$ cat src/rtl/bce_pkg.sv
// Package for the Bezier curve evaluator: default sizes, register indexes,
// curve order codes and the control word that travels down the pipeline.
// No dependencies.
`timescale 1ns / 1ps

package bce_pkg;

	localparam int COORD_WIDTH_DEF     = 16;
	localparam int PARAM_FRAC_BITS_DEF = 16;

	// Pipeline depth from input register to output register.
	localparam int PIPE_STAGES = 7;

	// Wide products are split into limbs of this many bits.
	localparam int LIMB_W = 24;

	localparam int CFG_IDX_W = 3;

	typedef enum logic [CFG_IDX_W-1:0] {
		REG_POINT_ZERO  = 3'd0,
		REG_POINT_ONE   = 3'd1,
		REG_POINT_TWO   = 3'd2,
		REG_POINT_THREE = 3'd3,
		REG_CURVE_ORDER = 3'd4
	} cfg_reg_t;

	localparam logic [1:0] ORDER_QUAD  = 2'd2;
	localparam logic [1:0] ORDER_CUBIC = 2'd3;
	localparam logic [1:0] ORDER_RESET = ORDER_CUBIC;

	typedef struct packed {
		logic zero;
		logic cubic;
	} ctl_t;

endpackage

$ cat src/rtl/bce_wide_mul.sv
// Two-stage multiplier of a wide signed value by an unsigned Q1.F factor.
// The wide operand is cut into limbs; partial products are registered, then
// summed. Uses bce_pkg for the limb width.
`timescale 1ns / 1ps

module bce_wide_mul #(
	parameter int AW = 34,
	parameter int F  = bce_pkg::PARAM_FRAC_BITS_DEF
) (
	input  logic                  clk,
	input  logic                  en_a,
	input  logic                  en_b,
	input  logic signed [AW-1:0]  a,
	input  logic [F:0]            f,
	output logic signed [AW+F-1:0] p_s2
);
	import bce_pkg::*;

	localparam int FW  = F + 1;
	localparam int OW  = AW + F;
	localparam int NL  = (AW + LIMB_W - 1) / LIMB_W;
	localparam int EW  = NL * LIMB_W + 1;
	localparam int PPW = LIMB_W + FW + 2;
	localparam int SW  = NL * LIMB_W + FW + 2;

	logic [EW-1:0]         a_ext;
	logic signed [FW:0]    fs;
	logic signed [PPW-1:0] pp_s1 [NL];
	logic signed [SW-1:0]  acc;

	assign a_ext = {{(EW-AW){a[AW-1]}}, a};
	assign fs    = $signed({1'b0, f});

	for (genvar i = 0; i < NL; i++) begin : g_limb
		logic signed [LIMB_W:0] limb;
		if (i == NL - 1) begin : g_top
			assign limb = a_ext[i*LIMB_W +: LIMB_W+1];
		end else begin : g_low
			assign limb = {1'b0, a_ext[i*LIMB_W +: LIMB_W]};
		end
		always_ff @(posedge clk) begin
			if (en_a) begin
				pp_s1[i] <= PPW'(limb) * PPW'(fs);
			end
		end
	end

	always_comb begin
		acc = '0;
		for (int i = 0; i < NL; i++) begin
			acc = acc + (SW'(pp_s1[i]) <<< (i * LIMB_W));
		end
	end

	always_ff @(posedge clk) begin
		if (en_b) begin
			p_s2 <= acc[OW-1:0];
		end
	end

endmodule

$ cat config.mk
export PLATFORM = sky130hd
export DESIGN_NAME = bce_wide_mul
export DESIGN_NICKNAME = d
export VERILOG_FILES = /design/src/rtl/bce_pkg.sv /design/src/rtl/bce_wide_mul.sv
export SDC_FILE = /design/constraint.sdc
export NUM_CORES = 1
export LEC_CHECK = 0
export BUFFER_PORTS_ARGS = -buffer_cell sky130_fd_sc_hd__buf_2
export CORE_UTILIZATION = 25
export DETAILED_ROUTE_END_ITERATION = 10
export HOLD_SLACK_MARGIN = 0.06
export SETUP_SLACK_MARGIN = 0.05
export SLEW_MARGIN = 10
export SYNTH_ARGS = -nofsm -noshare
export SYNTH_HDL_FRONTEND = slang
export SYNTH_SLANG_ARGS = --single-unit
$ cat constraint.sdc
create_clock -name clk -period 5.8 [get_ports clk]
set_input_delay 0.58 -clock clk [delete_from_list [all_inputs] [get_ports clk]]
set_output_delay 0.58 -clock clk [all_outputs]
set_load 0.1 [all_outputs]
==> out/results.tsv, run 1 <==
stage	metric	value	unit
detailed_routing	via_count	17211	
die	die_area	93900	µm²
sta	fin_skew	17.2	ps
clock_tree	clk_latency	450	ps
yosys	ys.flop_type	edfxtp_1	
die	start_util	25.3	%
clock_tree	cts-root-buf	clkbuf_16	
sta	setup_violations	3	
final_layout	drive_above_1_share	19.0	%
placement	port_buffers	103	
sta	period_share	101	%
sta	setup_tns	-130	ps
yosys	synth_xor_area_share	3.25	%
global_routing	antenna_found_initial	8	
sta	maxSlewHeadroom	34.9	%
min_path	hold_class	flop to flop	
placement	post-place-ws	-995	ps
clock_tree	cts_tree	done	
clock_tree	clk_pin_slew	60	ps
final_layout	final_nets	3445	
yosys	ys_seq_area_share	15.2	%
global_routing	grt_pass1_wl	99700	µm
clock_tree	cts.path.max_buffers	2	
clock_tree	clkSinkCount	117	
worst_setup_path	path_class	input port to flop	
detailed_routing	route.detailed.drc	0	
placement	placed_cell_area	27200	µm²
worst_setup_path	worstReg2RegEnd	p_s2[48]	
min_path	hold_path_depth	0	
worst_setup_path	worstRegToRegCells	11	
global_routing	grt_max_degree	68	
final_layout	num-fill-cells	9508	
worst_setup_path	worst-endpoint-required	5980	ps
worst_setup_path	crit_arrival	6030	ps
yosys	synthCells	2429	
yosys	syn_area_per_cell	9.54	µm²
die	ios	104	
global_routing	overflow	0	
die	die_height	306	µm
global_routing	track_usage	13.5	%
worst_setup_path	endpoint_kind	flop	
global_routing	grt_pass1_vias	18269	
final_layout	final_area	28400	µm²
yosys	synth_mux_area_share	0	%
yosys	synth.distinct_cells	55	
detailed_routing	via_per_inst	4.37	
yosys	synth_top_family_by_area	adder cells	
clock_tree	cts_buffers	17	
placement	gp_congestion	0.854	
sta	post-route-min-period	5850	ps
yosys	synth-edff-count	117	
final_layout	area_growth	22.7	%
yosys	synthSimpleGateAreaFrac	15.6	%
min_path	holdPathEnd	p_s2[10]	
final_layout	final_cell_mix	inv_1, fa_1, nand2_1	
die	die_width	306	µm
detailed_routing	wl	61200	µm
final_layout	final_common_cell	inv_1	
run	maxCapViolations	0	
yosys	postSynthNetCount	3135	
sta	max_freq	171	MHz
sta	finalHoldWorstSlack	415	ps
run_status	status	finished, violations left	
sta	rsz0062_at_grt	true	
sta	hold_viol_final	0	
worst_setup_path	ff2ff_setup_slack	2810	ps
detailed_routing	wl_per_cell	15.5	µm
yosys	ys.warnings.count	0	
yosys	synth_compound_area_share	5.85	%
die	row_count	111	
sta	tightest_slew	976	ps
clock_tree	holdBufCountCts	0	
detailed_routing	antenna_left	0	
clock_tree	htree_levels	4	
worst_setup_path	start_kind	input port	
run_status	violations	negative setup slack	
yosys	synth_fa_ha_area_share	49.8	%
detailed_routing	first_pass_iters	5	
yosys	netlist_area	23200	µm²
sta	slew_viol_final	0	
worst_setup_path	worstReg2RegStart	pp_s1[0][24]	
min_path	worstHoldStart	pp_s1[0][10]	
die	coreArea	91700	µm²
worst_setup_path	crit_fanout	6	
yosys	synth_async_sr_flop_share	0	%
placement	dp_hpwl	51200	µm
sta	fin_ws	-50.1	ps
yosys	ys_seq_elements	117	
detailed_routing	drt-initial-drc-count	839	
[critical path, cell delays in order]
cell and delay, ps:
buf_12 120, buf_8 130, and2_4 140, fa_2 600, inv_2 50, fa_1 550
inv_2 40, fa_1 510, inv_2 50, fa_1 570, fa_1 430, fa_1 540
inv_2 60, ha_4 210, a21o_1 160, a21oi_2 140, nor2_2 50, o41ai_2 260
o22a_1 240, buf_4 130, o311a_4 200, o21bai_1 90, xor2_1 170
[synthesized netlist by cell type (3+ instances only)]
master,number,area (µm²)
a211oi_1,5,37.5
a21o_1,28,210
a21oi_1,66,330
a21oi_2,5,43.8
a221o_1,3,30.0
a31oi_1,8,50.1
and2_1,261,1630
and3_1,7,43.8
and4_1,3,26.3
clkbuf_1,93,349
edfxtp_1,117,3510
fa_1,449,8990
ha_1,203,2540
inv_1,547,2050
nand2_1,340,1280
nand2b_1,17,106
nand3_1,22,110
nand4_1,7,43.8
nor2_1,35,131
nor2b_1,14,87.6
nor3_1,12,60.1
nor3b_1,3,22.5
o211ai_1,8,60.1
o21a_1,11,82.6
o21ai_0,24,120
o21bai_1,12,90.1
o31ai_1,5,37.5
or3_1,4,25.0
xnor2_1,62,543
xor2_1,24,210
[state kept, by name, summed over array words and instances (netlist names)]
signal / cells
p_s2: 50
pp_s1: 67
[per-stage QoR]
step / util [%] / std cells
2_1_floorplan: - / 2429
3_3_place_gp: 29.7 / 3892
3_5_place_dp: 29.7 / 3892
4_1_cts: 30.7 / 3928
5_1_grt: 31.0 / 3937
6_report: 31.0 / 3938
[layout make-up]
| type | count | area [µm²] | share of cell area, % |
|---|---|---|---|
| antenna | 1 | 2.50 | 0.00880 |
| clock buffer | 18 | 429 | 1.51 |
| clock inverter | 13 | 158 | 0.554 |
| inverter | 547 | 2050 | 7.22 |
| multi-input combinational | 1672 | 17800 | 62.7 |
| sequential | 117 | 3510 | 12.4 |
| tap | 1186 | 1480 | 5.22 |
| timing repair buffer | 384 | 2970 | 10.4 |
[routing by layer]
layer	GRT usage [%]	share of wire, %
met5	0	0.15
met4	2.98	1.3
met3	2.26	5.5
met2	21.8	47
met1	18.8	46
[cell families after synthesis]
kind of cell | after synthesis
XOR/XNOR | 86
adder cells (fa/ha/maj) | 652
AND/OR/NAND/NOR | 732
AO/OA/AOI/OAI | 202
flip-flops | 117
buffers and inverters | 640
[how the worst max path moves through the flow]
| stage | from | endpoint | depth (start not counted) |
|---|---|---|---|
| 2_1_floorplan | a[14] | pp_s1[0][33] | 22 |
| 3_5_place_dp | f[2] | pp_s1[0][39] | 22 |
| 3_3_place_gp | a[7] | pp_s1[0][39] | 23 |
| 6_report | f[2] | pp_s1[0][32] | 23 |
| 5_1_grt | f[2] | pp_s1[0][38] | 22 |
| 4_1_cts | f[2] | pp_s1[0][38] | 22 |
[what timing repair did]
item / CTS / global route
gates cloned: 0 / 2
hold endpoints to repair: 0 / 0
pin swaps: 20 / 37
resized for setup: 66 / 68
setup buffers: 5 / 10
setup endpoints to repair: 14 / 19
Power of run 1 is not shown: default switching activity piles up to over one toggle a cycle in this logic, so the estimate is an artifact.
==> inputs of run 2 (changes only) <==
--- a/config.mk
+++ b/config.mk
@@ -9,6 +9,7 @@
 export CORE_UTILIZATION = 25
 export DETAILED_ROUTE_END_ITERATION = 10
 export HOLD_SLACK_MARGIN = 0.06
+export PLACE_DENSITY = 0.44
 export SETUP_SLACK_MARGIN = 0.05
 export SLEW_MARGIN = 10
 export SYNTH_ARGS = -nofsm -noshare
==> run 2 against run 1 <==
  * The run still ends with negative setup slack left
  * Via count fell by 0.51%
  * Routed wire length rose by 6.0%
  * Die area did not move
==> out/results.tsv, run 2 (synthesis results as in run 1) <==
stage	metric	value	unit	change
worst_setup_path	worst-endpoint-required	5980	ps	about the same
clock_tree	holdBufCountCts	0		unchanged
sta	fin_ws	-29.0	ps	+21.0 ps
die	coreArea	91700	µm²	unchanged
global_routing	grt_pass1_wl	106000	µm	+5.8%
die	ios	104		unchanged
global_routing	grt_pass1_vias	19250		+5.4%
placement	placed_cell_area	27200	µm²	about the same
detailed_routing	via_per_inst	4.35		-0.51%
global_routing	grt_max_degree	51		-25%
worst_setup_path	crit_top_cell	fa_1		
worst_setup_path	crit_chain	buf_12, buf_8, and2_4, fa_1, inv_2, fa_1, inv_2, fa_1, inv_2, fa_1, fa_1, fa_1, inv_2, ha_4, a21o_1, a21oi_2, nor2_2, o41ai_2, o22a_1, o311ai_4, a2111oi_2, nor3b_1		
detailed_routing	route.detailed.drc	0		unchanged
die	die_height	306	µm	unchanged
worst_setup_path	crit_arrival	6010	ps	-20 ps
detailed_routing	via_count	17124		-0.51%
sta	fin_skew	13.0	ps	-4.16 ps
detailed_routing	wl_per_cell	16.5	µm	+6.0%
placement	dp_hpwl	54800	µm	+7.1%
final_layout	diodes	0		-1
final_layout	final_area	28600	µm²	+0.73%
placement	port_buffers	103		unchanged
worst_setup_path	endpoint_kind	flop		
sta	setup_violations	3		unchanged
detailed_routing	drt-initial-drc-count	859		+2.4%
sta	tightest_slew	750	ps	-226 ps
sta	hold_viol_final	0		unchanged
run_status	status	finished, violations left		
clock_tree	clkSinkCount	117		unchanged
detailed_routing	first_pass_iters	5		unchanged
run	maxCapViolations	0		unchanged
final_layout	area_growth	23.6	%	
worst_setup_path	crit_fanout	6		unchanged
clock_tree	clk_latency	440	ps	about the same
sta	slew_viol_final	0		unchanged
sta	rsz0062_at_grt	true		
sta	max_freq	172	MHz	+0.36%
die	row_count	111		unchanged
min_path	hold_class	flop to flop		
global_routing	track_usage	14.4	%	+0.85 points
worst_setup_path	path_buf_inv	6		-1
clock_tree	clk_pin_slew	60	ps	about the same
final_layout	num-fill-cells	9556		+0.50%
final_layout	final_cell_mix	inv_1, fa_1, nand2_1		
worst_setup_path	path_delay_family	adder cells		
die	start_util	25.3	%	unchanged
clock_tree	cts_tree	done		
global_routing	overflow	0		unchanged
clock_tree	cts-root-buf	clkbuf_16		
global_routing	antenna_found_initial	4		-4
die	die_area	93900	µm²	unchanged
die	die_width	306	µm	unchanged
run_status	violations	negative setup slack		
final_layout	final_common_cell	inv_1		
clock_tree	cts.path.max_buffers	2		unchanged
final_layout	top_regs	pp_s1 (67), p_s2 (50)		
final_layout	regMostFlops	pp_s1		
final_layout	drive_above_1_share	19.8	%	+0.72 points
clock_tree	htree_levels	4		unchanged
detailed_routing	antenna_left	0		unchanged
sta	maxSlewHeadroom	50.0	%	+15 points
detailed_routing	wl	64900	µm	+6.0%
clock_tree	cts_buffers	17		unchanged
placement	gp_congestion	0.859		+0.53%
worst_setup_path	cpPeakStageDelay	570	ps	-30 ps
worst_setup_path	slowest_stage	fa_1		
worst_setup_path	start_kind	input port		
worst_setup_path	path_class	input port to flop		
final_layout	final_nets	3445		unchanged
sta	period_share	101	%	-0.36 points
sta	post-route-min-period	5830	ps	-21.0 ps
sta	finalHoldWorstSlack	418	ps	+2.75 ps
final_layout	largest_reg_flops	67		unchanged
[run 2: changes by cell type in the layout (fill, tap and decap cells not counted), moves of 4 or more]
cell and change:
buf_4 -15, ha_1 -4, and2_1 -6, buf_8 +5, buf_6 +4, and2_4 +6, buf_12 +4
[run 2: area by class of cell]
type | instances | area, µm² | area share, %
clock buffer | 17 | 425 | 1.49
sequential | 117 | 3510 | 12.3
timing repair buffer | 384 | 3070 | 10.7
tap | 1186 | 1480 | 5.18
clock inverter | 15 | 129 | 0.450
inverter | 547 | 2050 | 7.17
multi-input combinational | 1672 | 18000 | 62.7
[run 2: worst paths after layout]
kind,start,end,slack (ps),cells past startpoint
setup reg to reg,pp_s1[0][24],p_s2[48],2790,11
hold reg to reg,pp_s1[0][1],p_s2[1],420,0
hold / removal,pp_s1[0][1],p_s2[1],420,0
setup / recovery,f[2],pp_s1[0][38],-30,22
[run 2: routing by layer]
metal	track usage, %	up-vias	share of wire [%]	wire [µm]
li1	-	7977	-	-
met1	19.6	8803	47	30200
met2	24.5	297	49	31600
met3	1.53	45	3.0	1960
met4	3.02	2	1.7	1080
met5	0	-	0.023	15
[run 2: repair_timing]
action | 4_1_cts | 5_1_grt
gates resized for setup | 121 | 59
pin swaps | 53 | 42
gates cloned | 1 | 1
setup endpoints to repair | 19 | 20
setup buffers | 11 | 6
[run 2: metrics by stage]
step / worst slack, ps / utilization [%] / instances / setup TNS (ps)
floorplan: -55.4 / - / 2429 / -55.4
global placement: -1450 / 29.7 / 3890 / -17380
detailed placement: -1460 / 29.7 / 3890 / -17300
CTS: -20.3 / 30.9 / 3933 / -71.3
global route: -208 / 31.3 / 3938 / -1230
finish: -29.0 / 31.3 / 3938 / -45.0
Power of run 2 is left out for the same reason.
==> inputs of run 3 (changes only) <==
--- a/config.mk
+++ b/config.mk
@@ -6,11 +6,13 @@
 export NUM_CORES = 1
 export LEC_CHECK = 0
 export BUFFER_PORTS_ARGS = -buffer_cell sky130_fd_sc_hd__buf_2
+export CORE_ASPECT_RATIO = 1.4
 export CORE_UTILIZATION = 25
 export DETAILED_ROUTE_END_ITERATION = 10
 export HOLD_SLACK_MARGIN = 0.06
-export PLACE_DENSITY = 0.44
+export PLACE_DENSITY = 0.42
 export SETUP_SLACK_MARGIN = 0.05
+export SKIP_CTS_REPAIR_TIMING = 1
 export SLEW_MARGIN = 10
 export SYNTH_ARGS = -nofsm -noshare
 export SYNTH_HDL_FRONTEND = slang
==> constraint.sdc (replaced) <==
create_clock -name clk -period 7.25 [get_ports clk]
set_input_delay 0.725 -clock clk [delete_from_list [all_inputs] [get_ports clk]]
set_output_delay 0.725 -clock clk [all_outputs]
set_load 0.1 [all_outputs]
==> run 3 against run 2 <==
  * The run now ends clean
  * Sequential cell count did not move
  * Via count down 3.4%
  * Routed wire length grew 0.99%
  * First-iteration DRC count shrank 18%
  * Sequential share of layout area is 1.3 points higher
  * Clock skew fell by 1.8 ps
  * Critical path type unchanged
  * Largest cell class unchanged
==> out/results.tsv, run 3 (synthesis results as in run 1) <==
stage	metric	value	unit	change
global_routing	antenna_found_initial	6		+2
sta	post-route-min-period	6960	ps	
sta	hold_viol_final	0		unchanged
sta	rsz0062_at_grt	false		
worst_setup_path	worst-endpoint-required	7450	ps	+1470 ps
worst_setup_path	worstReg2RegStart	pp_s1[0][25]		
final_layout	largest_reg_flops	67		unchanged
die	die_width	259	µm	-15%
worst_setup_path	crit_arrival	7160	ps	+1150 ps
sta	slew_viol_final	0		unchanged
final_layout	final_common_cell	inv_1		
detailed_routing	wl_per_cell	17.6	µm	+6.8%
sta	fin_skew	11.2	ps	-1.81 ps
final_layout	multi_input_area	17300	µm²	-3.9%
sta	maxSlewHeadroom	48.2	%	-1.8 points
global_routing	grt_max_degree	51		unchanged
worst_setup_path	start_kind	input port		
run	maxCapViolations	0		unchanged
die	coreArea	91500	µm²	-0.22%
global_routing	track_usage	14.6	%	+0.25 points
placement	gp_congestion	0.859		about the same
sta	tightest_slew	777	ps	+26.8 ps
detailed_routing	drt-initial-drc-count	702		-18%
sta	period_share	96.0	%	
worst_setup_path	crit_fanout	14		+8
global_routing	grt_pass1_vias	18964		-1.5%
detailed_routing	route.detailed.drc	0		unchanged
clock_tree	cts_tree	done		
placement	port_buffers	103		unchanged
detailed_routing	via_count	16546		-3.4%
die	row_count	131		+18%
clock_tree	cts-root-buf	clkbuf_16		
placement	post-place-cells	3689		-5.2%
clock_tree	cts_buffers	17		unchanged
die	die_area	93900	µm²	about the same
worst_setup_path	endpoint_kind	flop		
global_routing	overflow	0		unchanged
final_layout	final_cell_mix	inv_1, fa_1, nand2_1		
worst_setup_path	path_class	input port to flop		
detailed_routing	via_per_inst	4.44		+2.2%
clock_tree	cts.path.max_buffers	2		unchanged
global_routing	grt_pass1_wl	105000	µm	-0.50%
final_layout	drive_above_1_share	8.12	%	-12 points
min_path	hold_class	flop to flop		
clock_tree	clk_latency	470	ps	+30 ps
detailed_routing	first_pass_iters	6		+1
clock_tree	htree_levels	4		unchanged
final_layout	num-fill-cells	9741		+1.9%
sta	setup_violations	0		-3
final_layout	top_regs	pp_s1 (67), p_s2 (50)		
sta	max_freq	144	MHz	
final_layout	area_growth	11.8	%	
clock_tree	clk_pin_slew	70	ps	about the same
die	start_util	25.3	%	+0.056 points
die	ios	104		unchanged
final_layout	seq_area	3510	µm²	unchanged
run_status	status	completed		
final_layout	fin_cells	3723		-5.5%
placement	dp_hpwl	54500	µm	-0.63%
detailed_routing	antenna_left	0		unchanged
worst_setup_path	setup.worst_path.start	f[3]		
detailed_routing	wl	65500	µm	+0.99%
final_layout	final_nets	3217		-6.6%
final_layout	regMostFlops	pp_s1		
min_path	worstHoldStart	pp_s1[0][21]		
clock_tree	clkSinkCount	117		unchanged
die	die_height	362	µm	+18%
==> run 3: stage by stage <==
step	instance area (µm²)	setup slack (ps)	hold slack [ps]	utilization [%]	setup TNS, ps
finish	25900	293	412	28.3	0
floorplan	23200	907	400	-	0
CTS	25900	-392	410	28.3	-923
global placement	25300	-865	404	27.6	-2570
global route	25900	76.1	416	28.3	0
detailed placement	25300	-854	406	27.6	-2600
==> run 3: area by class of cell <==
cell class,instances,area share [%]
multi-input cells,1672,66.7
inverters,547,7.93
clock buffers,17,1.64
well taps,1197,5.78
flip-flops and latches,117,13.6
diodes,2,0.0193
repair buffers,156,3.73
clock inverters,15,0.647
==> run 3: routing by layer <==
| layer | global-route usage [%] | vias up | part of all wire (%) |
|---|---|---|---|
| li1 | - | 7524 | - |
| met1 | 16.9 | 8616 | 41 |
| met2 | 27.4 | 323 | 53 |
| met3 | 1.54 | 81 | 3.0 |
| met4 | 5.07 | 2 | 3.0 |
| met5 | 0 | - | 0.020 |
==> run 3: final timing paths <==
kind	to	slack, ps	cells past startpoint
worst max-delay path	pp_s1[0][33]	290	23
worst min-delay path	p_s2[21]	410	0
worst max register to register	p_s2[49]	4430	9
worst min register to register	p_s2[21]	410	0
==> run 3: critical path, stage by stage <==
cell and delay [ps]:
buf_2 390, buf_4 260, nand2_1 90, fa_1 520
fa_1 560, inv_1 60, fa_1 490, fa_1 540
fa_1 500, inv_1 50, fa_1 470, inv_1 40
ha_1 350, buf_4 200, nand2_1 60, o22ai_1 80
a211oi_1 230, o31ai_1 110, buf_4 170, a2111oi_0 620
o21ai_0 280, a31oi_1 260, xnor2_1 80
Power of run 3 is left out for the same reason.
